### config.mk
export PLATFORM = sky130hd
export DESIGN_NAME = grid_ray_dda_traversal
export DESIGN_NICKNAME = d
export VERILOG_FILES = /design/src/rtl/grdt_pkg.sv /design/src/rtl/grdt_ctrl.sv /design/src/rtl/grdt_datapath.sv /design/src/rtl/grid_ray_dda_traversal.sv
export VERILOG_INCLUDE_DIRS = /design/src /design/src/rtl
export SDC_FILE = /design/constraint.sdc
export NUM_CORES = 2
export LEC_CHECK = 0
export ABC_CLOCK_PERIOD_IN_PS = 12710
export BUFFER_PORTS_ARGS = -buffer_cell sky130_fd_sc_hd__buf_4
export CAP_MARGIN = 20
export CORE_MARGIN = 2
export CORE_UTILIZATION = 45
export CTS_CLUSTER_DIAMETER = 80
export DETAILED_ROUTE_END_ITERATION = 16
export GPL_TIMING_DRIVEN = 0
export RECOVER_POWER = 100
export SYNTH_ARGS = -nofsm -noshare
export SYNTH_HDL_FRONTEND = slang
export SYNTH_SLANG_ARGS = --single-unit
### constraint.sdc
create_clock -name clock -period 12.71 [get_ports clock]
set_input_delay 2.542 -clock clock [delete_from_list [all_inputs] [get_ports clock]]
set_output_delay 2.542 -clock clock [all_outputs]
set_load 0.01 [all_outputs]
### src/rtl/grid_ray_dda_traversal_defines.svh
// assertion macros for the grid ray walker
`ifndef GRID_RAY_DDA_TRAVERSAL_DEFINES_SVH
`define GRID_RAY_DDA_TRAVERSAL_DEFINES_SVH

// same-cycle implication
`define GRDT_ASSERT_IMP(lbl, clk, rst, ante, cons, msg) \
   lbl: assert property (@(posedge clk) disable iff (rst) (ante) |-> (cons)) else $error(msg);

// next-cycle implication
`define GRDT_ASSERT_NXT(lbl, clk, rst, ante, cons, msg) \
   lbl: assert property (@(posedge clk) disable iff (rst) (ante) |=> (cons)) else $error(msg);

`endif

### src/rtl/grdt_pkg.sv
// types and constants shared by the grid ray walker modules
package grdt_pkg;

   localparam int unsigned DIV_STEPS = 31;
   localparam int unsigned CNT_W     = $clog2(DIV_STEPS);

   localparam logic ACT_START = 1'b0;
   localparam logic ACT_STEP  = 1'b1;

   localparam logic SIDE_X = 1'b0;
   localparam logic SIDE_Y = 1'b1;

   typedef struct packed {
      logic               action;
      logic        [23:0] origin_x;
      logic        [23:0] origin_y;
      logic signed [15:0] direction_x;
      logic signed [15:0] direction_y;
   } req_type;

   typedef struct packed {
      logic signed [15:0] cell_x;
      logic signed [15:0] cell_y;
      logic               crossed_side;
      logic signed [31:0] hit_x;
      logic signed [31:0] hit_y;
      logic               hit_valid;
   } rsp_type;

   typedef enum logic [2:0] {
      ST_IDLE,
      ST_DIV,
      ST_DELTA,
      ST_MUL_X,
      ST_MUL_Y,
      ST_STEP_MUL,
      ST_FINISH
   } state_type;

   typedef struct packed {
      logic load_ray;
      logic step_t;
      logic div_step;
      logic load_delta;
      logic mul_x;
      logic mul_y;
      logic step_mul;
      logic load_rsp;
      logic rsp_is_step;
   } dp_cmd_type;

   typedef struct packed {
      logic div_last;
   } dp_status_type;

endpackage

### src/rtl/grdt_ctrl.sv
// sequencer for ray start and step requests
`include "grid_ray_dda_traversal_defines.svh"

module grdt_ctrl (
   input  logic                   clock,
   input  logic                   reset,
   input  logic                   req_valid,
   output logic                   req_ready,
   input  logic                   req_action,
   output logic                   rsp_valid,
   input  logic                   rsp_ready,
   output grdt_pkg::dp_cmd_type   cmd,
   input  grdt_pkg::dp_status_type status
);

   grdt_pkg::state_type state_ff, state_in;
   logic                step_mode_ff, step_mode_in;
   logic                rsp_valid_ff, rsp_valid_in;

   always_ff @(posedge clock) begin
      if (reset) begin
         state_ff     <= grdt_pkg::ST_IDLE;
         step_mode_ff <= 1'b0;
         rsp_valid_ff <= 1'b0;
      end else begin
         state_ff     <= state_in;
         step_mode_ff <= step_mode_in;
         rsp_valid_ff <= rsp_valid_in;
      end
   end

   always_comb begin
      state_in     = state_ff;
      step_mode_in = step_mode_ff;
      req_ready    = 1'b0;
      cmd          = '0;
      case (state_ff)
         grdt_pkg::ST_IDLE: begin
            req_ready = 1'b1;
            if (req_valid) begin
               if (req_action == grdt_pkg::ACT_STEP) begin
                  cmd.step_t   = 1'b1;
                  step_mode_in = 1'b1;
                  state_in     = grdt_pkg::ST_STEP_MUL;
               end else begin
                  cmd.load_ray = 1'b1;
                  step_mode_in = 1'b0;
                  state_in     = grdt_pkg::ST_DIV;
               end
            end
         end
         grdt_pkg::ST_DIV: begin
            cmd.div_step = 1'b1;
            if (status.div_last) begin
               state_in = grdt_pkg::ST_DELTA;
            end
         end
         grdt_pkg::ST_DELTA: begin
            cmd.load_delta = 1'b1;
            state_in       = grdt_pkg::ST_MUL_X;
         end
         grdt_pkg::ST_MUL_X: begin
            cmd.mul_x = 1'b1;
            state_in  = grdt_pkg::ST_MUL_Y;
         end
         grdt_pkg::ST_MUL_Y: begin
            cmd.mul_y = 1'b1;
            state_in  = grdt_pkg::ST_FINISH;
         end
         grdt_pkg::ST_STEP_MUL: begin
            cmd.step_mul = 1'b1;
            state_in     = grdt_pkg::ST_FINISH;
         end
         grdt_pkg::ST_FINISH: begin
            if (!rsp_valid_ff || rsp_ready) begin
               cmd.load_rsp    = 1'b1;
               cmd.rsp_is_step = step_mode_ff;
               state_in        = grdt_pkg::ST_IDLE;
            end
         end
         default: begin
            state_in = grdt_pkg::ST_IDLE;
         end
      endcase
   end

   always_comb begin
      if (cmd.load_rsp) begin
         rsp_valid_in = 1'b1;
      end else if (rsp_ready) begin
         rsp_valid_in = 1'b0;
      end else begin
         rsp_valid_in = rsp_valid_ff;
      end
   end

   assign rsp_valid = rsp_valid_ff;

   `GRDT_ASSERT_NXT(a_start_enters_div, clock, reset,
      req_valid && req_ready && (req_action == grdt_pkg::ACT_START),
      state_ff == grdt_pkg::ST_DIV, "start request did not begin the divide")
   `GRDT_ASSERT_NXT(a_div_ends, clock, reset,
      (state_ff == grdt_pkg::ST_DIV) && status.div_last,
      state_ff == grdt_pkg::ST_DELTA, "divide did not end on its last step")
   `GRDT_ASSERT_IMP(a_no_overwrite, clock, reset,
      cmd.load_rsp, !rsp_valid_ff || rsp_ready, "pending response overwritten")

endmodule

### src/rtl/grdt_datapath.sv
// ray state, reciprocal divider, shared multiplier and response register
`include "grid_ray_dda_traversal_defines.svh"

module grdt_datapath (
   input  logic                    clock,
   input  logic                    reset,
   input  grdt_pkg::req_type       req_data,
   input  grdt_pkg::dp_cmd_type    cmd,
   output grdt_pkg::dp_status_type status,
   output grdt_pkg::rsp_type       rsp_data
);

   // ray state
   logic [23:0] origin_x_ff, origin_x_in, origin_y_ff, origin_y_in;
   logic [15:0] dir_x_ff, dir_x_in, dir_y_ff, dir_y_in;
   logic [31:0] delta_x_ff, delta_x_in, delta_y_ff, delta_y_in;
   logic [31:0] side_x_ff, side_x_in, side_y_ff, side_y_in;
   logic [15:0] cell_x_ff, cell_x_in, cell_y_ff, cell_y_in;
   logic        last_side_ff, last_side_in;

   // divider
   logic [grdt_pkg::CNT_W-1:0] cnt_ff, cnt_in;
   logic [16:0] mag_x_ff, mag_x_in, mag_y_ff, mag_y_in;
   logic [16:0] rem_x_ff, rem_x_in, rem_y_ff, rem_y_in;
   logic [30:0] quo_x_ff, quo_x_in, quo_y_ff, quo_y_in;
   logic [30:0] num_ff, num_in;

   // multiplier and step
   logic signed [50:0] prod_ff, prod_in;
   logic        [31:0] t_ff, t_in;
   grdt_pkg::rsp_type  rsp_ff, rsp_in;

   logic        [17:0] shx, shy;
   logic               gex, gey;
   logic        [16:0] fx, fy;
   logic signed [32:0] mul_a;
   logic signed [17:0] mul_b;
   logic               move_x;
   logic        [31:0] sel_side, sel_delta, sat_side;
   logic        [32:0] sum_side;
   logic        [15:0] sel_dir;
   logic        [15:0] cell_step_x, cell_step_y;
   logic signed [36:0] quot;
   logic signed [37:0] along_sum;
   logic        [31:0] along;
   logic        [23:0] along_origin;
   logic        [15:0] wall_cell, wall_dir;
   logic        [31:0] wall;

   always_ff @(posedge clock) begin
      if (reset) begin
         origin_x_ff  <= '0;
         origin_y_ff  <= '0;
         dir_x_ff     <= '0;
         dir_y_ff     <= '0;
         delta_x_ff   <= '0;
         delta_y_ff   <= '0;
         side_x_ff    <= '0;
         side_y_ff    <= '0;
         cell_x_ff    <= '0;
         cell_y_ff    <= '0;
         last_side_ff <= 1'b0;
         cnt_ff       <= '0;
      end else begin
         origin_x_ff  <= origin_x_in;
         origin_y_ff  <= origin_y_in;
         dir_x_ff     <= dir_x_in;
         dir_y_ff     <= dir_y_in;
         delta_x_ff   <= delta_x_in;
         delta_y_ff   <= delta_y_in;
         side_x_ff    <= side_x_in;
         side_y_ff    <= side_y_in;
         cell_x_ff    <= cell_x_in;
         cell_y_ff    <= cell_y_in;
         last_side_ff <= last_side_in;
         cnt_ff       <= cnt_in;
      end
   end

   always_ff @(posedge clock) begin
      mag_x_ff <= mag_x_in;
      mag_y_ff <= mag_y_in;
      rem_x_ff <= rem_x_in;
      rem_y_ff <= rem_y_in;
      quo_x_ff <= quo_x_in;
      quo_y_ff <= quo_y_in;
      num_ff   <= num_in;
      prod_ff  <= prod_in;
      t_ff     <= t_in;
      rsp_ff   <= rsp_in;
   end

   // restoring divide step, both axes together
   assign shx = {rem_x_ff, num_ff[30]};
   assign shy = {rem_y_ff, num_ff[30]};
   assign gex = shx >= {1'b0, mag_x_ff};
   assign gey = shy >= {1'b0, mag_y_ff};

   // distance to the first grid line, Q0.16 with 1.0 included
   assign fx = dir_x_ff[15] ? {1'b0, origin_x_ff[15:0]} : (17'h10000 - {1'b0, origin_x_ff[15:0]});
   assign fy = dir_y_ff[15] ? {1'b0, origin_y_ff[15:0]} : (17'h10000 - {1'b0, origin_y_ff[15:0]});

   // step selection
   assign move_x    = side_x_ff < side_y_ff;
   assign sel_side  = move_x ? side_x_ff : side_y_ff;
   assign sel_delta = move_x ? delta_x_ff : delta_y_ff;
   assign sum_side  = {1'b0, sel_side} + {1'b0, sel_delta};
   assign sat_side  = sum_side[32] ? 32'hFFFF_FFFF : sum_side[31:0];
   assign cell_step_x = cell_x_ff + (dir_x_ff[15] ? 16'hFFFF : 16'd1);
   assign cell_step_y = cell_y_ff + (dir_y_ff[15] ? 16'hFFFF : 16'd1);

   // shared multiplier operands
   assign sel_dir = (last_side_ff == grdt_pkg::SIDE_X) ? dir_y_ff : dir_x_ff;
   always_comb begin
      if (cmd.mul_x) begin
         mul_a = signed'({1'b0, delta_x_ff});
         mul_b = signed'({1'b0, fx});
      end else if (cmd.mul_y) begin
         mul_a = signed'({1'b0, delta_y_ff});
         mul_b = signed'({1'b0, fy});
      end else begin
         mul_a = signed'({1'b0, t_ff});
         mul_b = signed'({{2{sel_dir[15]}}, sel_dir});
      end
   end

   // hit point along the crossed wall, floored and saturated
   assign quot         = prod_ff[50:14];
   assign along_origin = (last_side_ff == grdt_pkg::SIDE_X) ? origin_y_ff : origin_x_ff;
   assign along_sum    = signed'({14'd0, along_origin}) + 38'(quot);
   always_comb begin
      if (!along_sum[37] && (along_sum[36:31] != 6'd0)) begin
         along = 32'h7FFF_FFFF;
      end else if (along_sum[37] && (along_sum[36:31] != 6'h3F)) begin
         along = 32'h8000_0000;
      end else begin
         along = along_sum[31:0];
      end
   end
   assign wall_cell = (last_side_ff == grdt_pkg::SIDE_X) ? cell_x_ff : cell_y_ff;
   assign wall_dir  = (last_side_ff == grdt_pkg::SIDE_X) ? dir_x_ff : dir_y_ff;
   assign wall      = {wall_cell + {15'd0, wall_dir[15]}, 16'd0};

   always_comb begin
      origin_x_in  = origin_x_ff;
      origin_y_in  = origin_y_ff;
      dir_x_in     = dir_x_ff;
      dir_y_in     = dir_y_ff;
      delta_x_in   = delta_x_ff;
      delta_y_in   = delta_y_ff;
      side_x_in    = side_x_ff;
      side_y_in    = side_y_ff;
      cell_x_in    = cell_x_ff;
      cell_y_in    = cell_y_ff;
      last_side_in = last_side_ff;
      cnt_in       = cnt_ff;
      mag_x_in     = mag_x_ff;
      mag_y_in     = mag_y_ff;
      rem_x_in     = rem_x_ff;
      rem_y_in     = rem_y_ff;
      quo_x_in     = quo_x_ff;
      quo_y_in     = quo_y_ff;
      num_in       = num_ff;
      prod_in      = prod_ff;
      t_in         = t_ff;
      rsp_in       = rsp_ff;

      if (cmd.load_ray) begin
         origin_x_in  = req_data.origin_x;
         origin_y_in  = req_data.origin_y;
         dir_x_in     = req_data.direction_x;
         dir_y_in     = req_data.direction_y;
         cell_x_in    = {8'd0, req_data.origin_x[23:16]};
         cell_y_in    = {8'd0, req_data.origin_y[23:16]};
         last_side_in = grdt_pkg::SIDE_X;
         cnt_in       = '0;
         mag_x_in     = 17'h10000 - {1'b0, req_data.direction_x};
         mag_y_in     = 17'h10000 - {1'b0, req_data.direction_y};
         if (!req_data.direction_x[15]) begin
            mag_x_in = {1'b0, req_data.direction_x};
         end
         if (!req_data.direction_y[15]) begin
            mag_y_in = {1'b0, req_data.direction_y};
         end
         rem_x_in     = '0;
         rem_y_in     = '0;
         num_in       = 31'h4000_0000;
      end

      if (cmd.div_step) begin
         cnt_in   = cnt_ff + 1'b1;
         num_in   = {num_ff[29:0], 1'b0};
         rem_x_in = gex ? 17'(shx - {1'b0, mag_x_ff}) : shx[16:0];
         rem_y_in = gey ? 17'(shy - {1'b0, mag_y_ff}) : shy[16:0];
         quo_x_in = {quo_x_ff[29:0], gex};
         quo_y_in = {quo_y_ff[29:0], gey};
      end

      if (cmd.load_delta) begin
         delta_x_in = (mag_x_ff == 17'd0) ? 32'hFFFF_FFFF : {1'b0, quo_x_ff};
         delta_y_in = (mag_y_ff == 17'd0) ? 32'hFFFF_FFFF : {1'b0, quo_y_ff};
      end

      if (cmd.mul_x || cmd.mul_y || cmd.step_mul) begin
         prod_in = mul_a * mul_b;
      end
      if (cmd.mul_y) begin
         side_x_in = prod_ff[47:16];
      end

      if (cmd.step_t) begin
         if (move_x) begin
            cell_x_in    = cell_step_x;
            side_x_in    = sat_side;
            last_side_in = grdt_pkg::SIDE_X;
         end else begin
            cell_y_in    = cell_step_y;
            side_y_in    = sat_side;
            last_side_in = grdt_pkg::SIDE_Y;
         end
         t_in = sat_side - sel_delta;
      end

      if (cmd.load_rsp) begin
         rsp_in.cell_x       = cell_x_ff;
         rsp_in.cell_y       = cell_y_ff;
         rsp_in.crossed_side = last_side_ff;
         if (cmd.rsp_is_step) begin
            rsp_in.hit_valid = 1'b1;
            if (last_side_ff == grdt_pkg::SIDE_X) begin
               rsp_in.hit_x = wall;
               rsp_in.hit_y = along;
            end else begin
               rsp_in.hit_x = along;
               rsp_in.hit_y = wall;
            end
         end else begin
            side_y_in        = prod_ff[47:16];
            rsp_in.hit_valid = 1'b0;
            rsp_in.hit_x     = {8'd0, origin_x_ff};
            rsp_in.hit_y     = {8'd0, origin_y_ff};
         end
      end
   end

   assign status.div_last = cnt_ff == grdt_pkg::CNT_W'(grdt_pkg::DIV_STEPS - 1);
   assign rsp_data        = rsp_ff;

   `GRDT_ASSERT_NXT(a_delta_nonzero, clock, reset,
      cmd.load_delta, (delta_x_ff != 32'd0) && (delta_y_ff != 32'd0),
      "reciprocal came out zero")
   `GRDT_ASSERT_NXT(a_step_one_axis, clock, reset,
      cmd.step_t,
      (cell_x_ff != $past(cell_x_ff)) != (cell_y_ff != $past(cell_y_ff)),
      "step did not move exactly one axis")

endmodule

### src/rtl/grid_ray_dda_traversal.sv
// 2d grid ray walker: start loads a ray, each step crosses one grid wall.
// a step request goes from acceptance to response through select and
// saturating add, multiply, and hit add and saturate; the last of these
// waits while an earlier response is pending and not taken. the next
// request is taken after that response is loaded. a start request runs
// the bit-serial reciprocal divider (both axes in parallel), latches the
// deltas, makes two passes through the shared multiplier for the first
// side distances, and then loads and offers the response. a finished
// response waits in an output register and the next request is taken while it waits.
module grid_ray_dda_traversal (
   input  logic              clock,
   input  logic              reset,
   input  logic              req_valid,
   output logic              req_ready,
   input  grdt_pkg::req_type req_data,
   output logic              rsp_valid,
   input  logic              rsp_ready,
   output grdt_pkg::rsp_type rsp_data
);

   grdt_pkg::dp_cmd_type    cmd;
   grdt_pkg::dp_status_type status;

   grdt_ctrl u_ctrl (
      .clock      (clock),
      .reset      (reset),
      .req_valid  (req_valid),
      .req_ready  (req_ready),
      .req_action (req_data.action),
      .rsp_valid  (rsp_valid),
      .rsp_ready  (rsp_ready),
      .cmd        (cmd),
      .status     (status)
   );

   grdt_datapath u_datapath (
      .clock    (clock),
      .reset    (reset),
      .req_data (req_data),
      .cmd      (cmd),
      .status   (status),
      .rsp_data (rsp_data)
   );

endmodule
==> impl_metrics.ini <==
[clocking]
clock_sinks = 549
cts_tree = built
clock-root-buffer = clkbuf_16
cts_resized = 0
htree_levels = 3
cts_max_path_buffers = 3
cts_hold_buf = 0
clk_pin_slew_ps = 60
clkLatencyLatePin_ps = 660
post_cts.repair.setup_buffers = 0
cts_inserted_buffers = 67

[floorplan]
core_sq_um = 110000
placementRows = 122
ios = 185
die_y_um = 337
fp.dieW_um = 337
die_area_sq_um = 113000
start_util_pct = 45.2

[finish]
area_delta_synth_final_pct = 10.2
fin_util_pct = 49.8
drive_gt1_share_pct = 5.98
nets = 6627

[hold_path]
hold_path.class = register to register
holdCritStartpoint = u_datapath.quo_y_ff[25]

[drt]
remaining_drc_errors = 0
dr.pass1.iters = 6
finalWirelength_um = 175000
ant_nets = 0
wl_per_cell_um = 24.1
via_per_inst = 5.67
vias = 41200
drtIter0Drc = 3577

[yosys]
synth_warnings = 0
syn_avg_cell_area_sq_um = 9.16
synth_fa_ha_area_share_pct = 28.2
netlist_area_sq_um = 49800
yosysTopAreaCellShare_pct = 19.5
synthXorXnorAreaFrac_pct = 4.02
synth_seq_cells = 549
synth_compound_area_share_pct = 14.2
synth_area_leaders = fa_1 (20%), edfxtp_1 (18%), dfxtp_1 (10%)
syn_inst = 5442
synth_top_family_by_area = adder cells
synthSimpleGateAreaFrac_pct = 14.1
yosysSeqAreaShare_pct = 28.0
ys_types = 93
synthFlopType = edfxtp_1
synth_most_common_cell = nand2_1
muxShareOfSynthArea_pct = 3.88
synth_edf_count = 298
yosysTopAreaCell = fa_1
synth_commonest_cells = nand2_1 (761), inv_1 (732), fa_1 (486)
async_reset_ff_share_pct = 0

[worst_setup_path]
critPathArrivalTime_ps = 12550
path_buf_inv = 9
cpPeakStageDelay_ps = 850
required_ps = 13080
start_kind = register
path_class = register to register
worstSetupEndpointType = register
r2r-start = u_datapath.last_side_ff
worst_path_most_repeated_cell = fa_1
worstSetupStartpoint = u_datapath.last_side_ff
crit_path_max_fanout = 10
crit_family = adder cells
critPathSlowestCell = clkbuf_1

[timing]
fin_skew_ps = 43.7
period_needed_ps = 12180
clock.fmax_ghz = 0.0821
setup_viol = 0
fin_crit_sh_pct = 95.8
rsz0062_at_grt = false
hold_viol_final = 0
worstMarginPinSlew_ps = 2850
worst_hold_slack_ps = 446
fin_ws_ps = 531
fin_setup_tns_ps = 0
max-slew-margin-rel_pct = -90.3
slew_viol_final = 263

[global_routing]
grt_pass1_vias = 40300
antenna_found_initial = 2
grt_max_degree = 53
grt_pass1_wl_um = 259000
grt_use_total_pct = 30.8
grt_overflow = 0

[outcome]
run_status = finished, violations left
violations = capacitance limit, slew limit

[placement]
place_congestion = 0.983
place.detailed.hpwl_um = 143000
pre_cts_ws_ps = 881
io_buffers = 183

[job]
drv_cap = 8
worst paths after layout:
kind / to / slack, ps / cells past startpoint
setup / recovery: u_datapath.prod_ff[50] / 530 / 32
hold / removal: u_datapath.quo_y_ff[26] / 450 / 0
setup reg to reg: u_datapath.prod_ff[50] / 530 / 32
hold reg to reg: u_datapath.quo_y_ff[26] / 450 / 0
cell usage in the layout (no fill, tap or decap), types with 158 or more instances in the layout:
master and n:
dfxtp_1 251, a21oi_1 328, fa_1 486, clkbuf_1 371, o21ai_0 158, ha_1 344, inv_1 734, edfxtp_1 298
nand2_1 761, nor2_1 440
layer usage:
layer | track usage [%] | wire length (um) | vias up
met3 | 5.45 | 14000 | 357
li1 | - | - | 18800
met4 | 15.1 | 10300 | 0
met2 | 47.5 | 75500 | 1726
met1 | 41.9 | 74800 | 20300
met5 | 0 | 0 | -
through the flow:
| stage | cell area, sq um | cells |
|---|---|---|
| 2_1_floorplan | 49800 | 5443 |
| 3_3_place_gp | 53100 | 7114 |
| 3_5_place_dp | 53400 | 7129 |
| 4_1_cts | 55500 | 7251 |
| 5_1_grt | 54900 | 7253 |
| 6_report | 54900 | 7254 |
area by class of cell:
class	instances	area, sq um
Antenna cell	1	2.50
Buffer	257	978
Clock buffer	90	1840
Clock inverter	32	334
Fill cell	10600	55300
Inverter	738	2770
Multi-Input combinational cell	3899	32100
Sequential cell	549	14000
Tap cell	1488	1860
Timing Repair Buffer	200	1090
logic make-up after synthesis:
family                   count (synthesis)
XOR/XNOR                               229
multiplexers                           184
AND/OR/NAND/NOR                       1616
other                                    1
adder cells (fa/ha/maj)                830
flip-flops                             549
buffers and inverters                  995
AO/OA/AOI/OAI                         1038
state kept, by name, indices dropped and copies added, names as in the netlist, 3 cells and up:
register and count:
u_datapath.delta_y_ff 32, u_datapath.quo_x_ff 31, u_datapath.prod_ff 37, u_datapath.cell_y_ff 16
u_datapath.delta_x_ff 32, u_datapath.quo_y_ff 31, u_datapath.rem_x_ff 17, u_datapath.dir_x_ff 16
u_datapath.side_y_ff 32, u_datapath.t_ff 32, u_datapath.rsp_data 98, u_datapath.origin_x_ff 24
u_datapath.dir_y_ff 16, u_datapath.side_x_ff 32, u_datapath.cnt_ff 5, u_ctrl.state_ff 3
u_datapath.cell_x_ff 16, u_datapath.mag_y_ff 17, u_datapath.rem_y_ff 17, u_datapath.mag_x_ff 17
u_datapath.origin_y_ff 24
Power is left out: the tool's default activity adds up to more than one toggle a clock period on the data nets, which glitch-free logic cannot reach.
